`src/rtl/lbmc_pkg.sv`:
```
`default_nettype none

package lbmc_pkg;

    typedef enum logic [2:0] {
        MODE_DEMO   = 3'd0,
        MODE_ON     = 3'd1,
        MODE_OFF    = 3'd2,
        MODE_STROBE = 3'd3,
        MODE_BEACON = 3'd4
    } mode_t;

    // demo stages
    localparam logic [1:0] STAGE_ON     = 2'd0;
    localparam logic [1:0] STAGE_STROBE = 2'd1;
    localparam logic [1:0] STAGE_BEACON = 2'd2;
    localparam logic [1:0] STAGE_OFF    = 2'd3;

    // input op codes
    localparam logic OP_TICK = 1'b0;
    localparam logic OP_CMD  = 1'b1;

    // command characters
    localparam logic [7:0] CH_ONE = 8'h31;  // '1'
    localparam logic [7:0] CH_ZERO = 8'h30; // '0'
    localparam logic [7:0] CH_O_LC = 8'h6f;
    localparam logic [7:0] CH_O_UC = 8'h4f;
    localparam logic [7:0] CH_F_LC = 8'h66;
    localparam logic [7:0] CH_F_UC = 8'h46;
    localparam logic [7:0] CH_S_LC = 8'h73;
    localparam logic [7:0] CH_S_UC = 8'h53;
    localparam logic [7:0] CH_B_LC = 8'h62;
    localparam logic [7:0] CH_B_UC = 8'h42;
    localparam logic [7:0] CH_P_LC = 8'h70;
    localparam logic [7:0] CH_P_UC = 8'h50;
    localparam logic [7:0] CH_D_LC = 8'h64;
    localparam logic [7:0] CH_D_UC = 8'h44;
    localparam logic [7:0] CH_H_LC = 8'h68;
    localparam logic [7:0] CH_H_UC = 8'h48;
    localparam logic [7:0] CH_CR   = 8'h0d;
    localparam logic [7:0] CH_LF   = 8'h0a;

    // configuration register indexes
    localparam int unsigned CFG_ADDR_W = 3;
    localparam int unsigned CFG_DATA_W = 16;
    localparam logic [CFG_ADDR_W-1:0] REG_STROBE_HALF   = 3'd0;
    localparam logic [CFG_ADDR_W-1:0] REG_BEACON_HALF   = 3'd1;
    localparam logic [CFG_ADDR_W-1:0] REG_PULSE         = 3'd2;
    localparam logic [CFG_ADDR_W-1:0] REG_DEMO_ON       = 3'd3;
    localparam logic [CFG_ADDR_W-1:0] REG_DEMO_OFF      = 3'd4;
    localparam logic [CFG_ADDR_W-1:0] REG_DEMO_STROBE_N = 3'd5;
    localparam logic [CFG_ADDR_W-1:0] REG_DEMO_BEACON_N = 3'd6;

    typedef struct packed {
        logic [15:0] strobe_half_ms;
        logic [15:0] beacon_half_ms;
        logic [15:0] pulse_ms;
        logic [15:0] demo_on_ms;
        logic [15:0] demo_off_ms;
        logic [7:0]  demo_strobe_cycles;
        logic [7:0]  demo_beacon_cycles;
    } cfg_t;

    typedef struct packed {
        mode_t       mode;
        logic        laser;
        logic [15:0] phase_timer;
        logic        half_phase;
        logic [1:0]  demo_stage;
        logic [7:0]  cycle_count;
        logic        pulse_busy;
        logic [15:0] pulse_timer;
    } state_t;

    typedef struct packed {
        logic       laser_on;
        logic [2:0] mode;
        logic       unknown_cmd;
        logic       pulse_active;
    } result_t;

endpackage

`default_nettype wire

```
`src/rtl/lbmc_if.sv`:
```
`default_nettype none

interface lbmc_in_if;
    logic       valid;
    logic       ready;
    logic       op;
    logic [7:0] cmd_byte;

    modport source (output valid, output op, output cmd_byte, input ready);
    modport sink   (input valid, input op, input cmd_byte, output ready);
endinterface

interface lbmc_out_if;
    logic       valid;
    logic       ready;
    logic       laser_on;
    logic [2:0] mode;
    logic       unknown_cmd;
    logic       pulse_active;

    modport source (output valid, output laser_on, output mode, output unknown_cmd,
                    output pulse_active, input ready);
    modport sink   (input valid, input laser_on, input mode, input unknown_cmd,
                    input pulse_active, output ready);
endinterface

interface lbmc_cfg_if;
    logic                                valid;
    logic                                ready;
    logic [lbmc_pkg::CFG_ADDR_W-1:0]     addr;
    logic [lbmc_pkg::CFG_DATA_W-1:0]     data;

    modport source (output valid, output addr, output data, input ready);
    modport sink   (input valid, input addr, input data, output ready);
endinterface

`default_nettype wire

```
`src/rtl/lbmc_cfg_regs.sv`:
```
`default_nettype none

module lbmc_cfg_regs (
    input  wire logic          clk,
    input  wire logic          rst_n,
    lbmc_cfg_if.sink           cfg_ch,
    output lbmc_pkg::cfg_t     cfg
);

    lbmc_pkg::cfg_t cfg_reg;
    logic           wr_en;

    assign cfg_ch.ready = 1'b1;
    assign wr_en        = cfg_ch.valid;
    assign cfg          = cfg_reg;

    always_ff @(posedge clk or negedge rst_n)
    begin
        if (!rst_n)
        begin
            cfg_reg.strobe_half_ms     <= 16'd50;
            cfg_reg.beacon_half_ms     <= 16'd250;
            cfg_reg.pulse_ms           <= 16'd500;
            cfg_reg.demo_on_ms         <= 16'd2000;
            cfg_reg.demo_off_ms        <= 16'd1500;
            cfg_reg.demo_strobe_cycles <= 8'd15;
            cfg_reg.demo_beacon_cycles <= 8'd3;
        end
        else if (wr_en)
        begin
            case (cfg_ch.addr)
                lbmc_pkg::REG_STROBE_HALF:   cfg_reg.strobe_half_ms     <= cfg_ch.data;
                lbmc_pkg::REG_BEACON_HALF:   cfg_reg.beacon_half_ms     <= cfg_ch.data;
                lbmc_pkg::REG_PULSE:         cfg_reg.pulse_ms           <= cfg_ch.data;
                lbmc_pkg::REG_DEMO_ON:       cfg_reg.demo_on_ms         <= cfg_ch.data;
                lbmc_pkg::REG_DEMO_OFF:      cfg_reg.demo_off_ms        <= cfg_ch.data;
                lbmc_pkg::REG_DEMO_STROBE_N: cfg_reg.demo_strobe_cycles <= cfg_ch.data[7:0];
                lbmc_pkg::REG_DEMO_BEACON_N: cfg_reg.demo_beacon_cycles <= cfg_ch.data[7:0];
                default:
                begin
                end
            endcase
        end
    end

endmodule

`default_nettype wire

```
`src/rtl/lbmc_core.sv`:
```
`default_nettype none

module lbmc_core (
    input  wire logic          clk,
    input  wire logic          rst_n,
    input  wire logic          accept,
    input  wire logic          op,
    input  wire logic [7:0]    cmd_byte,
    input  wire lbmc_pkg::cfg_t cfg,
    output lbmc_pkg::result_t  res
);

    lbmc_pkg::state_t state_reg;
    lbmc_pkg::state_t state_next;
    logic             unknown;

    logic [16:0] ph_inc;
    logic [16:0] pl_inc;
    logic [15:0] thr;
    logic        ph_done;
    logic        off_end;
    logic [7:0]  cyc_inc;
    logic [7:0]  cyc_limit;
    logic        cyc_done;

    function automatic lbmc_pkg::state_t restart_pat(lbmc_pkg::state_t s);
        lbmc_pkg::state_t r;
        r             = s;
        r.phase_timer = '0;
        r.half_phase  = 1'b0;
        r.demo_stage  = lbmc_pkg::STAGE_ON;
        r.cycle_count = '0;
        if (s.mode == lbmc_pkg::MODE_DEMO || s.mode == lbmc_pkg::MODE_STROBE
            || s.mode == lbmc_pkg::MODE_BEACON)
            r.laser = 1'b1;
        else if (s.mode == lbmc_pkg::MODE_OFF)
            r.laser = 1'b0;
        return r;
    endfunction

    function automatic lbmc_pkg::state_t enter_stage(lbmc_pkg::state_t s, logic [1:0] stg);
        lbmc_pkg::state_t r;
        r             = s;
        r.demo_stage  = stg;
        r.phase_timer = '0;
        r.half_phase  = 1'b0;
        r.cycle_count = '0;
        r.laser       = (stg != lbmc_pkg::STAGE_OFF);
        return r;
    endfunction

    // one shared timer compare: threshold follows mode and demo stage
    always_comb
    begin
        thr = state_reg.phase_timer;
        case (state_reg.mode)
            lbmc_pkg::MODE_STROBE: thr = cfg.strobe_half_ms;
            lbmc_pkg::MODE_BEACON: thr = cfg.beacon_half_ms;
            lbmc_pkg::MODE_DEMO:
            begin
                case (state_reg.demo_stage)
                    lbmc_pkg::STAGE_ON:     thr = cfg.demo_on_ms;
                    lbmc_pkg::STAGE_STROBE: thr = cfg.strobe_half_ms;
                    lbmc_pkg::STAGE_BEACON: thr = cfg.beacon_half_ms;
                    default:                thr = cfg.demo_off_ms;
                endcase
            end
            default: thr = cfg.strobe_half_ms;
        endcase
    end

    assign ph_inc    = {1'b0, state_reg.phase_timer} + 17'd1;
    assign pl_inc    = {1'b0, state_reg.pulse_timer} + 17'd1;
    assign ph_done   = (ph_inc >= {1'b0, thr});
    assign off_end   = ph_done && state_reg.half_phase;
    assign cyc_inc   = state_reg.cycle_count + 8'd1;
    assign cyc_limit = (state_reg.demo_stage == lbmc_pkg::STAGE_STROBE)
                       ? cfg.demo_strobe_cycles : cfg.demo_beacon_cycles;
    assign cyc_done  = (cyc_inc >= cyc_limit) || (cyc_inc == 8'd0);

    always_comb
    begin
        state_next = state_reg;
        unknown    = 1'b0;
        if (op == lbmc_pkg::OP_TICK)
        begin
            if (state_reg.pulse_busy)
            begin
                if (pl_inc >= {1'b0, cfg.pulse_ms})
                begin
                    state_next.pulse_busy  = 1'b0;
                    state_next.pulse_timer = '0;
                    state_next.laser       = 1'b0;
                    state_next             = restart_pat(state_next);
                end
                else
                begin
                    state_next.pulse_timer = pl_inc[15:0];
                end
            end
            else if (state_reg.mode == lbmc_pkg::MODE_STROBE
                     || state_reg.mode == lbmc_pkg::MODE_BEACON
                     || (state_reg.mode == lbmc_pkg::MODE_DEMO
                         && (state_reg.demo_stage == lbmc_pkg::STAGE_STROBE
                             || state_reg.demo_stage == lbmc_pkg::STAGE_BEACON)))
            begin
                // blink half period; laser shows the new half
                if (ph_done)
                begin
                    state_next.phase_timer = '0;
                    state_next.half_phase  = ~state_reg.half_phase;
                    state_next.laser       = state_reg.half_phase;
                end
                else
                begin
                    state_next.phase_timer = ph_inc[15:0];
                end
                if (state_reg.mode == lbmc_pkg::MODE_DEMO && off_end)
                begin
                    state_next.cycle_count = cyc_inc;
                    if (cyc_done)
                        state_next = enter_stage(state_next, state_reg.demo_stage + 2'd1);
                end
            end
            else if (state_reg.mode == lbmc_pkg::MODE_DEMO)
            begin
                // solid on or off stage of the demo
                state_next.laser       = (state_reg.demo_stage == lbmc_pkg::STAGE_ON);
                state_next.phase_timer = ph_inc[15:0];
                if (ph_done)
                    state_next = enter_stage(state_next, state_reg.demo_stage + 2'd1);
            end
        end
        else if (!state_reg.pulse_busy && cmd_byte != lbmc_pkg::CH_CR
                 && cmd_byte != lbmc_pkg::CH_LF)
        begin
            case (cmd_byte) inside
                lbmc_pkg::CH_ONE, lbmc_pkg::CH_O_LC, lbmc_pkg::CH_O_UC:
                begin
                    state_next.mode  = lbmc_pkg::MODE_ON;
                    state_next.laser = 1'b1;
                    state_next       = restart_pat(state_next);
                end
                lbmc_pkg::CH_ZERO, lbmc_pkg::CH_F_LC, lbmc_pkg::CH_F_UC:
                begin
                    state_next.mode = lbmc_pkg::MODE_OFF;
                    state_next      = restart_pat(state_next);
                end
                lbmc_pkg::CH_S_LC, lbmc_pkg::CH_S_UC:
                begin
                    state_next.mode = lbmc_pkg::MODE_STROBE;
                    state_next      = restart_pat(state_next);
                end
                lbmc_pkg::CH_B_LC, lbmc_pkg::CH_B_UC:
                begin
                    state_next.mode = lbmc_pkg::MODE_BEACON;
                    state_next      = restart_pat(state_next);
                end
                lbmc_pkg::CH_D_LC, lbmc_pkg::CH_D_UC:
                begin
                    state_next.mode = lbmc_pkg::MODE_DEMO;
                    state_next      = restart_pat(state_next);
                end
                lbmc_pkg::CH_H_LC, lbmc_pkg::CH_H_UC:
                begin
                    state_next = restart_pat(state_next);
                end
                lbmc_pkg::CH_P_LC, lbmc_pkg::CH_P_UC:
                begin
                    state_next             = restart_pat(state_next);
                    state_next.pulse_busy  = 1'b1;
                    state_next.pulse_timer = '0;
                    state_next.laser       = 1'b1;
                end
                default:
                begin
                    unknown = 1'b1;
                end
            endcase
        end
    end

    always_ff @(posedge clk or negedge rst_n)
    begin
        if (!rst_n)
        begin
            state_reg.mode        <= lbmc_pkg::MODE_DEMO;
            state_reg.laser       <= 1'b0;
            state_reg.phase_timer <= '0;
            state_reg.half_phase  <= 1'b0;
            state_reg.demo_stage  <= lbmc_pkg::STAGE_ON;
            state_reg.cycle_count <= '0;
            state_reg.pulse_busy  <= 1'b0;
            state_reg.pulse_timer <= '0;
        end
        else if (accept)
        begin
            state_reg <= state_next;
        end
    end

    assign res.laser_on     = state_next.laser;
    assign res.mode         = 3'(state_next.mode);
    assign res.unknown_cmd  = unknown;
    assign res.pulse_active = state_next.pulse_busy;

endmodule

`default_nettype wire

```
`src/rtl/lbmc_out_reg.sv`:
```
`default_nettype none

module lbmc_out_reg (
    input  wire logic          clk,
    input  wire logic          rst_n,
    input  wire logic          load,
    input  wire lbmc_pkg::result_t res,
    output logic               can_load,
    lbmc_out_if.source         out_ch
);

    logic              valid_reg;
    logic              valid_next;
    lbmc_pkg::result_t data_reg;

    // free slot, or the held result leaves in this cycle
    assign can_load = !valid_reg || out_ch.ready;

    always_comb
    begin
        valid_next = valid_reg;
        if (load)
            valid_next = 1'b1;
        else if (out_ch.ready)
            valid_next = 1'b0;
    end

    always_ff @(posedge clk or negedge rst_n)
    begin
        if (!rst_n)
            valid_reg <= 1'b0;
        else
            valid_reg <= valid_next;
    end

    always_ff @(posedge clk)
    begin
        if (load)
            data_reg <= res;
    end

    assign out_ch.valid        = valid_reg;
    assign out_ch.laser_on     = data_reg.laser_on;
    assign out_ch.mode         = data_reg.mode;
    assign out_ch.unknown_cmd  = data_reg.unknown_cmd;
    assign out_ch.pulse_active = data_reg.pulse_active;

endmodule

`default_nettype wire

```
`src/rtl/laser_blink_mode_controller.sv`:
```
// A result is registered and appears on the output channel in the cycle after its item is transferred.
// Throughput: one item per cycle while the output is taken; the single output register refills in the cycle it drains.
// The mode, timer and pulse update is one combinational pass into the state registers.
// Reset: mode auto demo, laser off, all timers and counters cleared, registers to defaults.
`default_nettype none

module laser_blink_mode_controller (
    input  wire logic    clk,
    input  wire logic    rst_n,
    lbmc_in_if.sink      in_ch,
    lbmc_out_if.source   out_ch,
    lbmc_cfg_if.sink     cfg_ch
);

    lbmc_pkg::cfg_t    cfg;
    lbmc_pkg::result_t res;
    logic              can_load;
    logic              accept;

    assign in_ch.ready = can_load;
    assign accept      = in_ch.valid && can_load;

    lbmc_cfg_regs u_cfg (
        .clk    (clk),
        .rst_n  (rst_n),
        .cfg_ch (cfg_ch),
        .cfg    (cfg)
    );

    lbmc_core u_core (
        .clk      (clk),
        .rst_n    (rst_n),
        .accept   (accept),
        .op       (in_ch.op),
        .cmd_byte (in_ch.cmd_byte),
        .cfg      (cfg),
        .res      (res)
    );

    lbmc_out_reg u_out (
        .clk      (clk),
        .rst_n    (rst_n),
        .load     (accept),
        .res      (res),
        .can_load (can_load),
        .out_ch   (out_ch)
    );

endmodule

`default_nettype wire

```
`src/flat_wrapper.sv`:
```
// flat-port wrapper written by rule: the top's interface ports become plain ports
module laser_blink_mode_controller_flat 
  (clk, rst_n, in_ch_valid, in_ch_op, in_ch_cmd_byte, in_ch_ready, out_ch_valid, out_ch_laser_on, out_ch_mode, out_ch_unknown_cmd, out_ch_pulse_active, out_ch_ready, cfg_ch_valid, cfg_ch_addr, cfg_ch_data, cfg_ch_ready);
  lbmc_in_if in_ch_i ();
  lbmc_out_if out_ch_i ();
  lbmc_cfg_if cfg_ch_i ();
  input  wire logic clk;
  input  wire logic rst_n;
  input wire logic [$bits(in_ch_i.valid)-1:0] in_ch_valid;
  input wire logic [$bits(in_ch_i.op)-1:0] in_ch_op;
  input wire logic [$bits(in_ch_i.cmd_byte)-1:0] in_ch_cmd_byte;
  output wire logic [$bits(in_ch_i.ready)-1:0] in_ch_ready;
  output wire logic [$bits(out_ch_i.valid)-1:0] out_ch_valid;
  output wire logic [$bits(out_ch_i.laser_on)-1:0] out_ch_laser_on;
  output wire logic [$bits(out_ch_i.mode)-1:0] out_ch_mode;
  output wire logic [$bits(out_ch_i.unknown_cmd)-1:0] out_ch_unknown_cmd;
  output wire logic [$bits(out_ch_i.pulse_active)-1:0] out_ch_pulse_active;
  input wire logic [$bits(out_ch_i.ready)-1:0] out_ch_ready;
  input wire logic [$bits(cfg_ch_i.valid)-1:0] cfg_ch_valid;
  input wire logic [$bits(cfg_ch_i.addr)-1:0] cfg_ch_addr;
  input wire logic [$bits(cfg_ch_i.data)-1:0] cfg_ch_data;
  output wire logic [$bits(cfg_ch_i.ready)-1:0] cfg_ch_ready;
  assign in_ch_i.valid = in_ch_valid;
  assign in_ch_i.op = in_ch_op;
  assign in_ch_i.cmd_byte = in_ch_cmd_byte;
  assign in_ch_ready = in_ch_i.ready;
  assign out_ch_valid = out_ch_i.valid;
  assign out_ch_laser_on = out_ch_i.laser_on;
  assign out_ch_mode = out_ch_i.mode;
  assign out_ch_unknown_cmd = out_ch_i.unknown_cmd;
  assign out_ch_pulse_active = out_ch_i.pulse_active;
  assign out_ch_i.ready = out_ch_ready;
  assign cfg_ch_i.valid = cfg_ch_valid;
  assign cfg_ch_i.addr = cfg_ch_addr;
  assign cfg_ch_i.data = cfg_ch_data;
  assign cfg_ch_ready = cfg_ch_i.ready;
  laser_blink_mode_controller u_core (.clk(clk), .rst_n(rst_n), .in_ch(in_ch_i), .out_ch(out_ch_i), .cfg_ch(cfg_ch_i));
endmodule
```
`config.mk`:
```
export PLATFORM = sky130hd
export DESIGN_NAME = laser_blink_mode_controller_flat
export DESIGN_NICKNAME = d
export VERILOG_FILES = /design/src/rtl/lbmc_pkg.sv /design/src/rtl/lbmc_if.sv /design/src/rtl/lbmc_cfg_regs.sv /design/src/rtl/lbmc_core.sv /design/src/rtl/lbmc_out_reg.sv /design/src/rtl/laser_blink_mode_controller.sv /design/src/flat_wrapper.sv
export SDC_FILE = /design/constraint.sdc
export NUM_CORES = 1
export LEC_CHECK = 0
export BUFFER_PORTS_ARGS = -buffer_cell sky130_fd_sc_hd__buf_2
export CORE_UTILIZATION = 56
export CTS_CLUSTER_DIAMETER = 60
export DETAILED_ROUTE_END_ITERATION = 10
export GPL_TIMING_DRIVEN = 0
export PLACE_DENSITY = 0.83
export SETUP_SLACK_MARGIN = 0.5
export SYNTH_ARGS = -nofsm -noshare
export SYNTH_HDL_FRONTEND = slang
export SYNTH_SLANG_ARGS = --single-unit
```
`constraint.sdc`:
```
create_clock -name clk -period 4.3 [get_ports clk]
set_input_delay 0.43 -clock clk [delete_from_list [all_inputs] [get_ports clk]]
set_output_delay 0.43 -clock clk [all_outputs]
set_load 0.01 [all_outputs]
```
# Word level (Yosys, flattened, before mapping)

Cells that the tools add are included.

Equal/unequal tests: 42
Bitwise gates (word level): 3
Add/sub/neg operators: 4
Reductions and logical operators: 43
Multiplexer cells: 29
Order comparisons: 3

Operators with widths:

| kind                                                            | number |
|---|---|
| 45-bit 2-to-1 mux                                               | 8 |
| 48-bit 2-to-1 mux                                               | 7 |
| 8-bit by 7-bit == test with 1-bit output, second input constant | 14 |
| 16-bit one-hot mux with 3 select lines                          | 1 |
| 16-bit by 1-bit adder with 17-bit output, second input constant | 2 |
| 17-bit by 16-bit greater-or-equal comparator with 1-bit output  | 2 |
| 16-bit 2-to-1 mux                                               | 2 |
| 16-bit one-hot mux with 2 select lines                          | 1 |
| 29-bit 2-to-1 mux                                               | 1 |
| 8-bit by 6-bit == test with 1-bit output, second input constant | 2 |
| 8-bit by 4-bit != test with 1-bit output, second input constant | 2 |
| 16-bit OR reduction                                             | 1 |
| 2-bit != test, second input constant                            | 7 |
| 2-bit AND reduction                                             | 7 |
| 3-bit by 2-bit == test with 1-bit output, second input constant | 4 |
| 3-bit == test, second input constant                            | 4 |
| 10-bit AND reduction                                            | 1 |
| 2-bit OR reduction                                              | 5 |
| 8-bit by 1-bit adder with 8-bit output, second input constant   | 1 |
| 8-bit greater-or-equal comparator                               | 1 |
| 8-bit zero test                                                 | 1 |
| 1-bit 2-to-1 mux                                                | 8 |
| 8-bit 2-to-1 mux                                                | 1 |
| 8-bit by 1-bit != test with 1-bit output, second input constant | 1 |
| other kinds (21)                                                | 40 |

Input bits: 33
Register bits after elaboration: 151

# Logic depth before layout (Yosys ltp)

Depth after elaboration: 12
Depth in mapped cells: 22

# Modules after synthesis

A second synthesis with hierarchy kept.

Cell total of the unflattened synthesis: 846
Area total of the unflattened synthesis: 9058.7 sq um

Modules (own cells, without submodules):

| module                      | cells an instance | area an instance (sq um) | seq. area each (sq um) | instances |
|---|---|---|---|---|
| lbmc_core                   | 623               | 5072.4                   | 1201.2                 | 1 |
| lbmc_cfg_regs               | 213               | 3752.3                   | 2444.8                 | 1 |
| lbmc_out_reg                | 9                 | 227.7                    | 205.2                  | 1 |
| laser_blink_mode_controller | 1                 | 6.3                      | 0.0                    | 1 |

# Worst setup path before layout

OpenSTA, ideal clock, no wires.

Path kind: flip-flop to flip-flop
Start point: register u_core.u_core.state_reg[26] (netlist bit)
End point: register u_core.u_core.state_reg[40] (netlist bit)
Arrival: 4008 ps
Path slack: 171 ps
Data required time: 4179 ps
Cell stages (with the launch flop): 22
Path buffers: 3
Setup time: 121 ps
Clock period less this slack: 4129 ps
Cell sequence: dfrtp_1 inv_1 ha_1 clkbuf_1 buf_1 a221o_1 o21ai_0 o211ai_1 o21ai_0 ha_1 nand4_1 nor4bb_1 a311oi_1 o211ai_2 ha_1 nor3b_1 nand2_1 a31oi_1 nor4_2 and3_4 buf_4 a22o_1

Cells in the longest elaborated chain, start to end: 10
Elaborated cells on any way between the ends: 24
Classes of those cells: order compare (2); eq/ne (2); mux (11); reduce/logical (9)

Ends and longest elaborated chain:

| item                                                           | line                               | source |
|---|---|---|
| start, declared                                                | lbmc_core.sv:13                    | `lbmc_pkg::state_t state_reg;` |
| start signal, assigned                                         | lbmc_core.sv:198                   | `state_reg <= state_next;` |
| 2-bit == test, or another cell as far along                    | lbmc_core.sv:61, lbmc_core.sv:105  |  |
| 16-bit one-hot mux with 3 select lines                         | lbmc_core.sv:61                    | `case (state_reg.demo_stage)` |
| 16-bit one-hot mux with 2 select lines                         | lbmc_core.sv:56                    | `case (state_reg.mode)` |
| 17-bit by 16-bit greater-or-equal comparator with 1-bit output | lbmc_core.sv:74                    | `assign ph_done = (ph_inc >= {1'b0, thr});` |
| 16-bit 2-to-1 mux or 1-bit logical AND (tied branches)         | lbmc_core.sv:108, lbmc_core.sv:75  |  |
| 45-bit 2-to-1 mux or 1-bit logical AND (tied branches)         | lbmc_core.sv:121, lbmc_core.sv:118 |  |
| 45-bit 2-to-1 mux                                              | lbmc_core.sv:118                   | `if (state_reg.mode == lbmc_pkg::MODE_DEMO && off_end)` |
| 45-bit 2-to-1 mux                                              | lbmc_core.sv:101                   | `else if (state_reg.mode == lbmc_pkg::MODE_STROBE` |
| 45-bit 2-to-1 mux                                              | lbmc_core.sv:87                    | `if (state_reg.pulse_busy)` |
| 48-bit 2-to-1 mux                                              | lbmc_core.sv:85                    | `if (op == lbmc_pkg::OP_TICK)` |

Several ways; a longest one is shown, not always the timed one. The select of a mux whose other input is x is not followed.
A chain may end at the register's enable or synchronous reset.

# Final worst setup path

Start point: register u_core.u_core.state_reg[25] (netlist bit)
End point: register u_core.u_core.state_reg[39] (netlist bit)

The elaborated chain is that of the path after synthesis.

==> flow_metrics.py <==
metrics = {
    "placement": {
        "dp.cells": 1090,
        "portBuffers": 36,
        "gp_congestion": 0.881,
        "place_ws_ns": -0.455,
        "dpl_cell_area_sq_mm": 0.00937,
        "hpwl_um": 14600,
    },
    "synth": {
        "synth_fa_ha_area_frac": 0.0682,
        "ys_types": 76,
        "synth-seq-cells": 151,
        "syn_inst": 842,
        "postSynthAreaPerCell_sq_um": 10.5,
        "yosysTopAreaCell": "dfrtp_1",
        "synth_top_family_by_area": "compound AO/OA/AOI/OAI gates",
        "synth.net_count": 923,
        "yosysSeqAreaShare": 0.438,
        "synth-xor-area-share": 0.0348,
        "synth_area_leaders": "dfrtp_1 32%, mux2_2 11%, dfstp_2 10%, ha_1 6.8%, o21ai_0 3.5%",
        "synth-simple-area-share": 0.137,
        "synth_area_sq_mm": 0.00880,
        "synth_top_flop_cell": "dfrtp_1",
        "muxShareOfSynthArea": 0.121,
        "synth_compound_area_frac": 0.162,
        "synth_edf_count": 6,
        "async_flop_share": 0.960,
        "synth_warnings": 0,
        "yosysTopAreaCellShare": 0.316,
    },
    "detailed_routing": {
        "drc": 0,
        "ant_nets": 0,
        "vias": 7386,
        "vias_per_cell": 6.41,
        "postRouteWirelength_um": 24000,
        "drt-pass1-iter-count": 6,
        "drtIter0Drc": 710,
        "wl_per_cell_um": 20.9,
    },
    "final_layout": {
        "fin_nets": 1009,
        "layout_commonest_cell": "dfrtp_1",
        "final_util": 0.702,
        "layout.cells.non_filler": 1152,
        "area_delta_synth_final_pct": 21.7,
        "final_layout_size_suffix_gt1_frac": 0.338,
        "largest_reg_flops": 96,
        "n_antenna_cell": 0,
        "finalInstanceArea_sq_mm": 0.0107,
        "layout_common_cells": "109 x dfrtp_1, 85 x mux2_2, 65 x nand2_1, 42 x buf_2, 42 x ha_1",
    },
    "die": {
        "die-area_sq_mm": 0.0162,
        "rows": 45,
        "die_h_um": 127,
        "pin_count": 42,
        "dieWidth_um": 127,
        "core-area_sq_mm": 0.0153,
        "start_util": 0.577,
    },
    "clock_tree": {
        "clkTransAtPathRegs_ns": 0.06,
        "cts.path.max_buffers": 2,
        "cts_made_buffers": 17,
        "cts_max_level": 4,
        "tritoncts": "done",
        "cts_hold_buf": 0,
        "cts_root_buffer": "clkbuf_16",
        "insertion_delay_ns": 0.44,
        "cts.sinks": 151,
    },
    "timing": {
        "tightest_slew_ns": 1.27,
        "rsz0062_at_grt": "yes",
        "setup_viol": 23,
        "finalClockSkew_ns": 0.0116,
        "finalCriticalPeriod_ns": 4.56,
        "period_share": 1.06,
        "report.final.slew_viol_count": 0,
        "hold_viol": 2,
        "whs_ns": -0.00833,
        "max_slew_margin": 0.152,
        "setup_slack_ns": -0.257,
        "finalSetupTns_ns": -2.52,
        "max_freq_mhz": 219,
    },
    "critical_path": {
        "worst_r2r_startpoint": "u_core.u_core.state_reg[25]",
        "worstPathMaxFanout": 8,
        "r2r_slack_ns": -0.26,
        "critical_path_arrival_ns": 4.87,
        "r2r_end": "u_core.u_core.state_reg[39]",
        "start_kind": "flip-flop",
        "crit_type": "flip-flop to flip-flop",
        "r2r_cells": 22,
        "critPathCaptureType": "flip-flop",
        "required_ns": 4.61,
    },
    "outcome": {
        "outcome": "finished with violations",
        "failed_checks": "negative hold slack, negative setup slack",
    },
    "pwr": {
        "p_total_mw": 5.34,
        "p_leak_nw": 4.61,
        "power.density_mw_per_mm2": 499,
        "peakVddDrop_mv": 0.383,
    },
    "grt": {
        "overflow": 0,
        "grt_max_degree": 74,
        "gr-usage-all-layers": 0.296,
        "grt_pass1_vias": 7211,
        "grt_pass1_wl_um": 36800,
        "grt_antenna_before_repair": 0,
    },
    "hold_path": {
        "min_path_type": "input port to asynchronous set/reset pin",
    },
    "flow_run": {
        "max_cap_violations": 0,
    },
}
## per-layer routing
layer	share of wire	track usage	vias up
met5	0	0	-
met4	0.034	0.136	0
met3	0.071	0.0645	75
met2	0.49	0.484	356
met1	0.41	0.378	3654
li1	-	-	3301
## synth_stat cells (all sizes together) (3+ instances only)
master,n
buf,16
nand3,31
edfxtp,6
a222oi,6
mux2,85
o211ai,15
inv,35
a221o,12
o21ai,61
o2111ai,3
nand2,68
and3,14
a22o,20
a41oi,3
xnor2,17
a21o,4
nor4b,3
clkbuf,29
a21oi,30
a211oi,10
nor3b,7
a31oi,10
nor4,5
dfrtp,111
xor2,18
o2bb2ai,7
nor2,34
nand4b,3
nand2b,14
and4,4
mux2i,11
dfstp,34
or2,3
and2,6
nand4,9
nor3,12
ha,48
## how the worst max path moves through the flow
stage | from | endpoint | slack [ns] | depth (start not counted)
3_3_place_gp | u_core.u_core.state_reg[25] | u_core.u_core.state_reg[38] | -0.34 | 19
4_1_cts | u_core.u_core.state_reg[25] | u_core.u_core.state_reg[36] | 0.08 | 22
5_1_grt | u_core.u_core.state_reg[26] | u_core.u_core.state_reg[39] | -0.30 | 22
2_1_floorplan | u_core.u_core.state_reg[25] | u_core.u_core.state_reg[37] | 0.44 | 22
6_report | u_core.u_core.state_reg[25] | u_core.u_core.state_reg[39] | -0.26 | 22
3_5_place_dp | u_core.u_core.state_reg[25] | u_core.u_core.state_reg[38] | -0.46 | 19
## layout make-up
| class | instances | area (sq um) |
|---|---|---|
| multi-input cells | 611 | 4980 |
| flip-flops and latches | 151 | 3850 |
| inverters | 35 | 136 |
| plain buffers | 45 | 347 |
| clock buffers | 22 | 484 |
| clock inverters | 10 | 143 |
| well taps | 211 | 264 |
| repair buffers | 67 | 502 |
| fillers | 1008 | 4550 |
## power by group
part	internal, mW	switching [mW]	leakage, nW
logic	0.809	1.01	2.49
clock network	0.976	0.614	0.303
registers	1.74	0.191	1.82
## kinds of logic after synthesis
group,Yosys count
simple gates,226
compound gates,205
flops,151
mux,96
buf+inv,80
fa+ha+maj,48
xor+xnor,35
other cells,1
## repair_timing
action,CTS,global route
cloned,2,1
resized for setup,75,49
endpoints found under the hold margin,0,0
pin swaps,47,44
setup endpoints to repair,40,47
setup buffers,20,7
## worst max-delay path, cell delays in order, from the launching register on
cell and delay (ns):
dfrtp_2 0.48, inv_4 0.10, ha_4 0.14, clkbuf_16 0.15, clkbuf_16 0.14, a221o_1 0.14, o21ai_1 0.07, o211ai_1 0.27
o21ai_2 0.15, ha_4 0.31, nand4_1 0.26, nor4bb_4 0.40, a311oi_2 0.08, o211ai_2 0.15, ha_2 0.23, nor3b_4 0.20
nand2_2 0.13, a31oi_4 0.29, nor4_4 0.10, buf_4 0.17, buf_6 0.12, a211oi_4 0.24, o22ai_2 0.12
Power figures use the tool's default switching activity.
